[config.mk]
export PLATFORM = sky130hd
export DESIGN_NAME = cyrillic_polynomial_word_hash_top
export DESIGN_NICKNAME = d
export VERILOG_FILES = /design/src/cpwh_pkg.sv /design/src/cpwh_mac.sv /design/src/cpwh_mod.sv /design/src/cyrillic_polynomial_word_hash_top.sv
export SDC_FILE = /design/constraint.sdc
export NUM_CORES = 2
export LEC_CHECK = 0
export ABC_AREA = 1
export BUFFER_PORTS_ARGS = -buffer_cell sky130_fd_sc_hd__buf_2
export CORE_MARGIN = 1.5
export CORE_UTILIZATION = 29
export CTS_BUF_LIST = sky130_fd_sc_hd__clkbuf_4 sky130_fd_sc_hd__clkbuf_8
export DETAILED_ROUTE_END_ITERATION = 7
export GPL_TIMING_DRIVEN = 0
export PLACE_DENSITY = 0.45
export SLEW_MARGIN = 20
export SYNTH_ARGS = -nofsm -noshare
export SYNTH_HDL_FRONTEND = slang
export SYNTH_SLANG_ARGS = --single-unit
[constraint.sdc]
create_clock -name i_clk -period 13.9 [get_ports i_clk]
set_input_delay 2.78 -clock i_clk [delete_from_list [all_inputs] [get_ports i_clk]]
set_output_delay 2.78 -clock i_clk [all_outputs]
set_load 0.02 [all_outputs]
[src/cpwh_pkg.sv]
`timescale 1ns / 1ps
`default_nettype none
// ----------------------------------------------------------------------------
// cpwh_pkg
// Shared widths, reset values, letter codes and the control struct of the
// Cyrillic polynomial word hash.
// ----------------------------------------------------------------------------
package cpwh_pkg;

    localparam int ACC_W  = 64;
    localparam int BASE_W = 32;
    localparam int BKT_W  = 25;
    localparam int CODE_W = 6;
    localparam int CNT_W  = $clog2(ACC_W);

    localparam logic [BASE_W-1:0] BASE_RST = BASE_W'(37);
    localparam logic [BKT_W-1:0]  BKT_RST  = BKT_W'(1048576);

    localparam logic [CODE_W-1:0] CODE_FIRST      = CODE_W'(1);
    localparam logic [CODE_W-1:0] CODE_SMALL_YO   = CODE_W'(33);
    localparam logic [CODE_W-1:0] CODE_CAPITAL_YO = CODE_W'(34);
    localparam logic [CODE_W-1:0] CODE_REJECT     = CODE_W'(35);

    // Control of the multiply-accumulate unit.
    typedef struct packed {
        logic start;
        logic clear;
    } t_mac_ctrl;

    // Maps one code-page byte to its letter code, or to the reject code.
    function automatic logic [CODE_W-1:0] letter_code(input logic [7:0] b);
        logic [CODE_W-1:0] code;
        code = CODE_REJECT;
        if (b >= 8'hE0) begin
            code = CODE_W'(b - 8'hE0) + CODE_FIRST;
        end else if (b >= 8'hC0) begin
            code = CODE_W'(b - 8'hC0) + CODE_FIRST;
        end else if (b == 8'hB8 || b == 8'h2D) begin
            code = CODE_SMALL_YO;
        end else if (b == 8'hA8) begin
            code = CODE_CAPITAL_YO;
        end
        return code;
    endfunction

endpackage
`default_nettype wire

[src/cpwh_mac.sv]
`timescale 1ns / 1ps
`default_nettype none
// ----------------------------------------------------------------------------
// cpwh_mac
// Accumulator with one shared 32x32 multiplier: adds a letter code, then
// multiplies the 64-bit accumulator by the base in two halves.
// ----------------------------------------------------------------------------
module cpwh_mac
    import cpwh_pkg::*;
(
    input  wire logic              i_clk,
    input  wire logic              i_rst_n,
    input  wire t_mac_ctrl         i_ctrl,
    input  wire logic [CODE_W-1:0] i_code,
    input  wire logic [BASE_W-1:0] i_base,
    output logic                   o_done,
    output logic [ACC_W-1:0]       o_acc
);

    localparam logic [1:0] PH_IDLE = 2'd0;
    localparam logic [1:0] PH_LO   = 2'd1;
    localparam logic [1:0] PH_HI   = 2'd2;

    localparam int HALF_W = ACC_W / 2;

    logic [1:0]          r_phase, n_phase;
    logic [ACC_W-1:0]    r_acc, n_acc;
    logic [ACC_W-1:0]    r_prod, n_prod;
    logic [HALF_W-1:0]   mul_a;
    logic [ACC_W-1:0]    mul_p;

    // The single multiplier: low half of the accumulator first, high half next.
    assign mul_a = (r_phase == PH_LO) ? r_acc[HALF_W-1:0] : r_acc[ACC_W-1:HALF_W];
    assign mul_p = ACC_W'(mul_a) * ACC_W'(i_base);

    always_comb begin
        n_phase = r_phase;
        n_acc   = r_acc;
        n_prod  = r_prod;
        case (r_phase)
            PH_IDLE: begin
                if (i_ctrl.clear) begin
                    n_acc = '0;
                end else if (i_ctrl.start) begin
                    n_acc   = r_acc + ACC_W'(i_code);
                    n_phase = PH_LO;
                end
            end
            PH_LO: begin
                n_prod  = mul_p;
                n_phase = PH_HI;
            end
            PH_HI: begin
                // Only the low half of the high partial product survives mod 2^64.
                n_acc   = r_prod + {mul_p[HALF_W-1:0], {HALF_W{1'b0}}};
                n_phase = PH_IDLE;
            end
            default: begin
                n_phase = PH_IDLE;
            end
        endcase
    end

    always_ff @(posedge i_clk) begin
        if (!i_rst_n) begin
            r_phase <= PH_IDLE;
            r_acc   <= '0;
        end else begin
            r_phase <= n_phase;
            r_acc   <= n_acc;
        end
        r_prod <= n_prod;
    end

    assign o_done = (r_phase == PH_HI);
    assign o_acc  = r_acc;

endmodule
`default_nettype wire

[src/cpwh_mod.sv]
`timescale 1ns / 1ps
`default_nettype none
// ----------------------------------------------------------------------------
// cpwh_mod
// Restoring remainder unit: one dividend bit per cycle through a shared
// compare and subtract.
// ----------------------------------------------------------------------------
module cpwh_mod
    import cpwh_pkg::*;
(
    input  wire logic             i_clk,
    input  wire logic             i_rst_n,
    input  wire logic             i_start,
    input  wire logic [ACC_W-1:0] i_dividend,
    input  wire logic [BKT_W-1:0] i_divisor,
    output logic                  o_done,
    output logic [BKT_W-1:0]      o_rem
);

    logic              r_busy, n_busy;
    logic [CNT_W-1:0]  r_cnt, n_cnt;
    logic [ACC_W-1:0]  r_dvd, n_dvd;
    logic [BKT_W-1:0]  r_rem, n_rem;
    logic [BKT_W:0]    trial;

    assign trial = {r_rem, r_dvd[ACC_W-1]};

    always_comb begin
        n_busy = r_busy;
        n_cnt  = r_cnt;
        n_dvd  = r_dvd;
        n_rem  = r_rem;
        if (r_busy) begin
            n_dvd = {r_dvd[ACC_W-2:0], 1'b0};
            if (trial >= {1'b0, i_divisor}) begin
                n_rem = BKT_W'(trial - {1'b0, i_divisor});
            end else begin
                n_rem = trial[BKT_W-1:0];
            end
            n_cnt = r_cnt - CNT_W'(1);
            if (r_cnt == '0) begin
                n_busy = 1'b0;
            end
        end else if (i_start) begin
            n_busy = 1'b1;
            n_cnt  = CNT_W'(ACC_W - 1);
            n_dvd  = i_dividend;
            n_rem  = '0;
        end
    end

    always_ff @(posedge i_clk) begin
        if (!i_rst_n) begin
            r_busy <= 1'b0;
            r_cnt  <= '0;
        end else begin
            r_busy <= n_busy;
            r_cnt  <= n_cnt;
        end
        r_dvd <= n_dvd;
        r_rem <= n_rem;
    end

    assign o_done = r_busy && (r_cnt == '0);
    assign o_rem  = r_rem;

endmodule
`default_nettype wire

[src/cyrillic_polynomial_word_hash_top.sv]
`timescale 1ns / 1ps
`default_nettype none
// ----------------------------------------------------------------------------
// cyrillic_polynomial_word_hash_top
// Polynomial hash of Cyrillic words, one code-page byte per transfer.
// ----------------------------------------------------------------------------
// An accepted letter adds its code, then takes the low and high halves of the
// accumulator through the shared 32x32 multiplier. A rejected byte marks the
// word invalid. At word end a valid word goes through the bit-serial remainder
// unit, then loads the result register; an invalid word skips the remainder.
// Reset (synchronous, active low) restores base 37, bucket count 1048576,
// clears the accumulator and the invalid flag and empties the result register.
// ----------------------------------------------------------------------------
module cyrillic_polynomial_word_hash_top
    import cpwh_pkg::*;
(
    input  wire logic              i_clk,
    input  wire logic              i_rst_n,
    // Character input channel.
    input  wire logic              i_in_valid,
    output logic                   o_in_ready,
    input  wire logic [7:0]        i_char_code,
    input  wire logic              i_word_end,
    // Result output channel.
    output logic                   o_out_valid,
    input  wire logic              i_out_ready,
    output logic [BKT_W-1:0]       o_bucket,
    output logic                   o_bad_word,
    // Register port.
    input  wire logic              psel,
    input  wire logic              penable,
    input  wire logic              pwrite,
    input  wire logic [2:0]        paddr,
    input  wire logic [31:0]       pwdata,
    output logic [31:0]            prdata,
    output logic                   pready
);

    // Sequencer states.
    localparam logic [2:0] ST_IDLE = 3'd0;  // waiting for a character transfer
    localparam logic [2:0] ST_MAC  = 3'd1;  // multiply-accumulate in progress
    localparam logic [2:0] ST_DGO  = 3'd2;  // accumulator settled, start remainder
    localparam logic [2:0] ST_DIV  = 3'd3;  // remainder in progress
    localparam logic [2:0] ST_OUT  = 3'd4;  // hand the result to the output register

    logic [2:0]         r_state, n_state;
    logic [BASE_W-1:0]  r_base;
    logic [BKT_W-1:0]   r_bkt;
    logic               r_bad, n_bad;
    logic               r_last, n_last;
    logic               r_out_valid, n_out_valid;
    logic [BKT_W-1:0]   r_bucket, n_bucket;
    logic               r_bad_word, n_bad_word;

    logic               in_xfer;
    logic               cfg_wr;
    logic [CODE_W-1:0]  code;
    t_mac_ctrl          mac_ctrl;
    logic               mac_done;
    logic [ACC_W-1:0]   acc;
    logic               div_start;
    logic               div_done;
    logic [BKT_W-1:0]   rem;

    // ------------------------------------------------------------------
    // Register port. Every access completes at once; the register index is
    // taken from address bit 2, so the two registers sit at 0x0 and 0x4.
    // ------------------------------------------------------------------
    assign pready = 1'b1;
    assign cfg_wr = psel && penable && pwrite && pready;

    always_ff @(posedge i_clk) begin
        if (!i_rst_n) begin
            r_base <= BASE_RST;
            r_bkt  <= BKT_RST;
        end else if (cfg_wr) begin
            if (paddr[2]) begin
                r_bkt <= pwdata[BKT_W-1:0];
            end else begin
                r_base <= pwdata[BASE_W-1:0];
            end
        end
    end

    assign prdata = paddr[2] ? 32'(r_bkt) : r_base;

    // ------------------------------------------------------------------
    // Sequencer. The block takes one character at a time; a letter starts
    // the multiply-accumulate unit, any other byte only marks the word bad.
    // At word end a good word goes through the remainder unit, and the
    // result then waits until the output register is free.
    // ------------------------------------------------------------------
    assign o_in_ready = (r_state == ST_IDLE);
    assign in_xfer    = i_in_valid && o_in_ready;
    assign code       = letter_code(i_char_code);

    always_comb begin
        n_state        = r_state;
        n_bad          = r_bad;
        n_last         = r_last;
        n_out_valid    = r_out_valid;
        n_bucket       = r_bucket;
        n_bad_word     = r_bad_word;
        mac_ctrl.start = 1'b0;
        mac_ctrl.clear = 1'b0;
        div_start      = 1'b0;

        // The output register empties on its own transfer.
        if (r_out_valid && i_out_ready) begin
            n_out_valid = 1'b0;
        end

        case (r_state)
            ST_IDLE: begin
                if (in_xfer) begin
                    n_last = i_word_end;
                    if (code != CODE_REJECT) begin
                        mac_ctrl.start = 1'b1;
                        n_state        = ST_MAC;
                    end else begin
                        n_bad = 1'b1;
                        if (i_word_end) begin
                            n_state = ST_OUT;
                        end
                    end
                end
            end
            ST_MAC: begin
                if (mac_done) begin
                    if (!r_last) begin
                        n_state = ST_IDLE;
                    end else if (r_bad) begin
                        n_state = ST_OUT;
                    end else begin
                        n_state = ST_DGO;
                    end
                end
            end
            ST_DGO: begin
                div_start = 1'b1;
                n_state   = ST_DIV;
            end
            ST_DIV: begin
                if (div_done) begin
                    n_state = ST_OUT;
                end
            end
            ST_OUT: begin
                if (!r_out_valid || i_out_ready) begin
                    n_out_valid = 1'b1;
                    n_bad_word  = r_bad;
                    // A bad word reports the bucket count itself; a zero
                    // bucket count leaves a good word in bucket zero.
                    if (r_bad) begin
                        n_bucket = r_bkt;
                    end else if (r_bkt == '0) begin
                        n_bucket = '0;
                    end else begin
                        n_bucket = rem;
                    end
                    mac_ctrl.clear = 1'b1;
                    n_bad          = 1'b0;
                    n_state        = ST_IDLE;
                end
            end
            default: begin
                n_state = ST_IDLE;
            end
        endcase
    end

    always_ff @(posedge i_clk) begin
        if (!i_rst_n) begin
            r_state     <= ST_IDLE;
            r_bad       <= 1'b0;
            r_last      <= 1'b0;
            r_out_valid <= 1'b0;
        end else begin
            r_state     <= n_state;
            r_bad       <= n_bad;
            r_last      <= n_last;
            r_out_valid <= n_out_valid;
        end
        r_bucket   <= n_bucket;
        r_bad_word <= n_bad_word;
    end

    assign o_out_valid = r_out_valid;
    assign o_bucket    = r_bucket;
    assign o_bad_word  = r_bad_word;

    // ------------------------------------------------------------------
    // Datapath units.
    // ------------------------------------------------------------------
    cpwh_mac u_mac (
        .i_clk   (i_clk),
        .i_rst_n (i_rst_n),
        .i_ctrl  (mac_ctrl),
        .i_code  (code),
        .i_base  (r_base),
        .o_done  (mac_done),
        .o_acc   (acc)
    );

    cpwh_mod u_mod (
        .i_clk      (i_clk),
        .i_rst_n    (i_rst_n),
        .i_start    (div_start),
        .i_dividend (acc),
        .i_divisor  (r_bkt),
        .o_done     (div_done),
        .o_rem      (rem)
    );

endmodule
`default_nettype wire
Word level (Yosys, flattened, before mapping). Index checks and enable logic that the tools add are counted.

Register bits: 315. Output and inout port bits: 61. Word-level logic and storage cells: 117.

Add/subtract/negate cells: 8. $mul: 1. $lt $le $gt $ge: 3. Equality and inequality tests: 19. Muxes and demuxes: 46. Bitwise logic cells: 1. Reduce and logical (&&, ||, !) cells: 23.

Operators by type and width (count): 64-bit 2-to-1 mux (4); 64-bit case mux with 2 select lines (1); 25-bit 2-to-1 mux (5); 64-bit by 6-bit adder with 64-bit output (1); 64-bit adder (1); 32-bit by 32-bit multiplier with 64-bit output (1); 32-bit 2-to-1 mux (2); 26-bit by 25-bit greater-or-equal comparator with 1-bit output (1); 25-bit logical NOT (1); 25-bit subtractor (1); 3-bit 2-to-1 mux (8); 6-bit 2-to-1 mux (4); 8-bit equality test (second input constant) (2); 8-bit greater-or-equal comparator (second input constant) (2); 1-bit 2-to-1 mux (16); 3-bit case mux with 5 select lines (1); 6-bit by 1-bit adder with 6-bit output (second input constant) (2); 2-bit inequality test (second input constant) (6); 2-bit AND reduction (6); 6-bit by 1-bit subtractor with 6-bit output (second input constant) (2); 8-bit by 6-bit equality test with 1-bit output (second input constant) (1); 3-bit by 2-bit equality test with 1-bit output (second input constant) (2); 6-bit logical NOT (1); 2-bit 2-to-1 mux (3); 20 further kinds (27).

Depth between registers and ports, before layout.
Depth after elaboration: 12. Depth in mapped cells: 49.

Modules after synthesis. From an unflattened synthesis, not the netlist that was laid out.

Cell total of the unflattened synthesis: 6652. Area, all modules: 52401.5 um^2.

Modules (own cells, without submodules): cpwh_mac (instances 1, cells an instance 5336, area an instance 42042.8 um^2); cpwh_mod (instances 1, cells an instance 798, area an instance 6334.8 um^2); cyrillic_polynomial_word_hash_top (instances 1, cells an instance 518, area an instance 4023.9 um^2).

Worst setup path after synthesis. Ideal clock, no wire load.

Kind: register to register. From: register u_mac.r_phase[0]. To: register u_mac.r_acc[61], in the netlist u_mac.o_acc[61]. Arrival time: 9.920 ns. Required time: 13.791 ns. Path slack: 3.871 ns. Cell stages (with the launch flop): 43. Path through: dfxtp_1 inv_2 nor2_2 inv_2 buf_2 buf_1 o21ai_0 clkbuf_1 nor2_1 fa_1 fa_1 fa_1 inv_1 fa_1 inv_1 fa_1 inv_1 fa_1 [... 7 more ...] nor2_1 nand2_1 nor3_1 a21oi_1 o21bai_1 xor2_1 ha_1 nand2_1 nor2_1 nand2_1 nor4_1 nand2_1 nand2_1 nand2_1 nand3_1 nand3_1 nand2_1 inv_1.

Longest elaborated chain between the ends: 5. Elaborated cells between the ends (all ways): 10.

Ends and longest elaborated chain: from (decl) (RTL line cpwh_mac.sv:26) `logic [1:0] r_phase, n_phase;`; from (signal assigned) (RTL line cpwh_mac.sv:69) `r_phase <= n_phase;`; 2-bit by 1-bit equality test with 1-bit output (RTL line cpwh_mac.sv:33) `assign mul_a = (r_phase == PH_LO) ? r_acc[HALF_W-1:0] : r_acc[ACC_W-1:HALF_W];`; 32-bit 2-to-1 mux (RTL line cpwh_mac.sv:33); 32-bit by 32-bit multiplier with 64-bit output (RTL line cpwh_mac.sv:34) `assign mul_p = ACC_W'(mul_a) * ACC_W'(i_base);`; net u_mac.mul_p[28] (RTL line cpwh_mac.sv:30) `logic [ACC_W-1:0] mul_p;`; 64-bit adder (RTL line cpwh_mac.sv:55) `n_acc = r_prod + {mul_p[HALF_W-1:0], {HALF_W{1'b0}}};`; 64-bit case mux with 2 select lines (RTL line cpwh_mac.sv:40) `case (r_phase)`; to (signal assigned) (RTL line cpwh_mac.sv:70) `r_acc <= n_acc;`; to (decl) (RTL line cpwh_mac.sv:27) `logic [ACC_W-1:0] r_acc, n_acc;`.

The timed path passes the listed nets, and every way through them passes these cells. A chain may end at the register's enable or synchronous reset.

Worst setup path in the final report. Ends and elaborated chain as after synthesis.

==> results_dict.tcl <==
set metrics [dict create \
    min_path_cells 2 \
    cp-start-kind "flop" \
    die-area_um2 180000 \
    utilization_pct 32.0 \
    dp_slack_ns 1.99 \
    syn_area_per_cell_um2 7.93 \
    cts_buffers 59 \
    p_comb_share_pct 81.1 \
    worstRegToRegCells 38 \
    path_max_fanout 26 \
    ys_seq_area_share_pct 15.7 \
    syn-cell-area_um2 51400 \
    grt_usage_pct 25.3 \
    path_class "reg -> reg" \
    drive_gt1_share_pct 6.13 \
    synth_nets 7762 \
    p_per_area_nw_per_um2 246 \
    r2r-start "u_mac.r_phase[0]" \
    io-pin-count 112 \
    min_from "u_mod.r_dvd[59]" \
    synth_edf_count 178 \
    grt_pass1_wl_um 326000 \
    antenna_found_initial 12 \
    setup_viol 0 \
    die_y_um 424 \
    holdPathEnd "u_mod.r_dvd[60]" \
    critPathCaptureType "flop" \
    switching_share_pct 61.7 \
    async_flop_share_pct 0 \
    arrival_ns 12.72 \
    p_int_mw 5.31 \
    grt_overflow 0 \
    n_fill_cell 19100 \
    viasPerCell 4.98 \
    cp-startpoint "u_mac.r_phase[0]" \
    worstPathRequired_ns 14.53 \
    syn_to_final_growth_pct 9.47 \
    fmax_mhz 82.7 \
    post_cts_buffers 0 \
    hpwl_um 193000 \
    ctsHoldBuffers 0 \
    fin_nets 7941 \
    peakVddDrop_uv 212 \
    drt_drc_violations_left 0 \
    seq_area_um2 8090 \
    start_util_pct 29.2 \
    outcome "finished, final reports clean" \
    maxSlewViolCount 0 \
    synth.distinct_cells 55 \
    worst_pin_slew_ns 1.26 \
    cts-root-to-sink-buffers 3 \
    power_leakage_nw 25.1 \
    cts_resized 0 \
    finalCritPeriodShare_pct 87.0 \
    setup_tns_ns 0 \
    port_buffers 108 \
    grt_pass1_vias 45800 \
    final_common_cell "nand2_1" \
    num_vias 45000 \
    worst_slack_ns 1.80 \
    period_minus_slack_ns 12.10 \
    power.share.clock_pct 6.9 \
    rsz0062_at_grt "false" \
    cts_tree "built" \
    clkTransAtPathRegs_ns 0.06 \
    worst_r2r_endpoint "u_mac.o_acc[61]" \
    hold_viol_final 0 \
    mostFrequentLayoutCells "nand2_1, inv_1, fa_1" \
    ant_nets 0 \
    min_path_type "reg -> reg" \
    clock_sinks 315 \
    clk_latency_ns 0.81 \
    drt_pass1_iterations 6 \
    core_area_um2 176000 \
    routedWlPerCell_um 25.1 \
    power_mw 13.9 \
    wl_met1_um 97800 \
    switching_power_mw 8.55 \
    finClkSkew_ns 0.0976 \
    grt_max_degree 62 \
    synth_warnings 0 \
    ys.flop_type "edfxtp_1" \
    seq_power_share_pct 12.0 \
    multi_input_area_um2 37300 \
    wl_met3_um 16000 \
    r2r_setup_slack_ns 1.80 \
    maxCapViolations 0 \
    wirelength_um 228000 \
    worst_path_max_delay_cell "o21ai_0" \
    timing.hold.ws_ns 0.459 \
    cts-htree-levels 2 \
    rows 154 \
    die_x_um 424 \
    slew_headroom_pct 16.2 \
    cp_slowest_stage_delay_ns 0.96 \
    synth-seq-cells 315 \
    drtIter0Drc 3824 \
    wl_met2_um 104000 \
    netlist_instances 6482 \
    cts_root_buf "clkbuf_8" \
    top_layer "met5" \
    place_congestion 0.979 \
]
flip-flops by register name, summed over array words and instances, names as in the netlist:
| signal | flops |
|---|---|
| o_bad_word | 1 |
| o_bucket | 25 |
| o_out_valid | 1 |
| r_bad | 1 |
| r_base | 32 |
| r_bkt | 25 |
| r_last | 1 |
| r_state | 3 |
| u_mac.o_acc | 64 |
| u_mac.r_phase | 2 |
| u_mac.r_prod | 64 |
| u_mod.o_rem | 25 |
| u_mod.r_busy | 1 |
| u_mod.r_cnt | 6 |
| u_mod.r_dvd | 64 |
how the worst max path moves through the flow:
stage / endpoint / slack, ns / depth (start not counted)
detailed placement: u_mac.o_acc[63] / 1.99 / 37
finish: u_mac.o_acc[61] / 1.80 / 38
CTS: u_mac.o_acc[63] / 1.95 / 37
global route: u_mac.o_acc[61] / 1.42 / 38
global placement: u_mac.o_acc[63] / -0.28 / 36
floorplan: u_mac.o_acc[61] / 3.87 / 42
power groups by stage:
stage               Combinational (mW)  Clock, mW  Sequential [mW]
floorplan                         6.72          0             1.61
global route                      12.2       1.01             1.69
finish                            11.2      0.953             1.67
detailed placement                11.2          0             1.68
CTS                               11.3      0.980             1.66
global placement                  11.2          0             1.70
final cells by class:
class	instances	share of cell area [%]
Clock buffer	82	1.78
Buffer	267	2.13
Sequential cell	315	14.4
Clock inverter	28	0.318
Multi-Input combinational cell	4594	66.2
Antenna cell	3	0.0133
Timing Repair Buffer	118	1.23
Tap cell	2340	5.20
Inverter	1306	8.72
cell usage after synthesis, types with 3 or more instances:
cell type  instances  share of area (%)
clkinv_1          10              0.073
buf_2             67               0.65
a21oi_1          276                2.7
fa_1             899                 35
nor3_2             3              0.058
xor2_1            61                1.0
clkbuf_1         178                1.3
ha_1             330                8.0
inv_2             25               0.18
a32o_1             3              0.058
buf_6              9               0.20
o21bai_1          22               0.32
o21ai_2           18               0.31
nand3b_1          10               0.15
nand2_1         1394                 10
nor2_4             3              0.066
nand3_1          193                1.9
a31oi_1           23               0.28
nor2_2            11               0.13
xnor2_1           31               0.53
a21o_1            20               0.29
nor2_1           727                5.3
a21oi_2           11               0.19
o21ai_0          339                3.3
nand2_2           17               0.21
a21boi_0           6              0.088
o21a_1            11               0.16
o211ai_1           8               0.12
inv_1           1271                9.3
nor3_1            54               0.53
and2_1             3              0.037
nand4_1           39               0.47
buf_4             10               0.15
nor4_1            17               0.21
edfxtp_1         178                 10
o21ai_1           44               0.43
dfxtp_1          137                5.3
cell families after synthesis:
| group | Yosys count | synth area share (%) |
|---|---|---|
| compound gates | 794 | 8.45 |
| other cells | 1 | 0.00729 |
| fa+ha+maj | 1229 | 43.0 |
| xor+xnor | 92 | 1.57 |
| buf+inv | 1573 | 11.9 |
| flops | 315 | 15.7 |
| simple gates | 2478 | 19.3 |
per-stage QoR:
step                      cells  instance area (um2)
after floorplan            6482                51400
after global placement     8930                54900
after detailed placement   8940                55100
after CTS                  9050                56300
after global routing       9051                56300
final                      9053                56300
worst max-delay path: cells and delay by family (launching register included):
family	cells	cell delay, ns
buffers and inverters	8	1.69
AND/OR/NAND/NOR	16	2.51
XOR/XNOR	1	0.26
AO/OA/AOI/OAI	3	1.61
adder cells (fa/ha/maj)	10	5.43
flip-flops	1	0.44
layer usage:
metal / vias to the layer above / track usage (%)
met1: 22900 / 34.1
met2: 1663 / 40.6
met3: 354 / 3.85
met4: 16 / 9.59
met5: - / 0
li1: 20100 / -
Note: power is estimated with default switching activity, not from simulation.
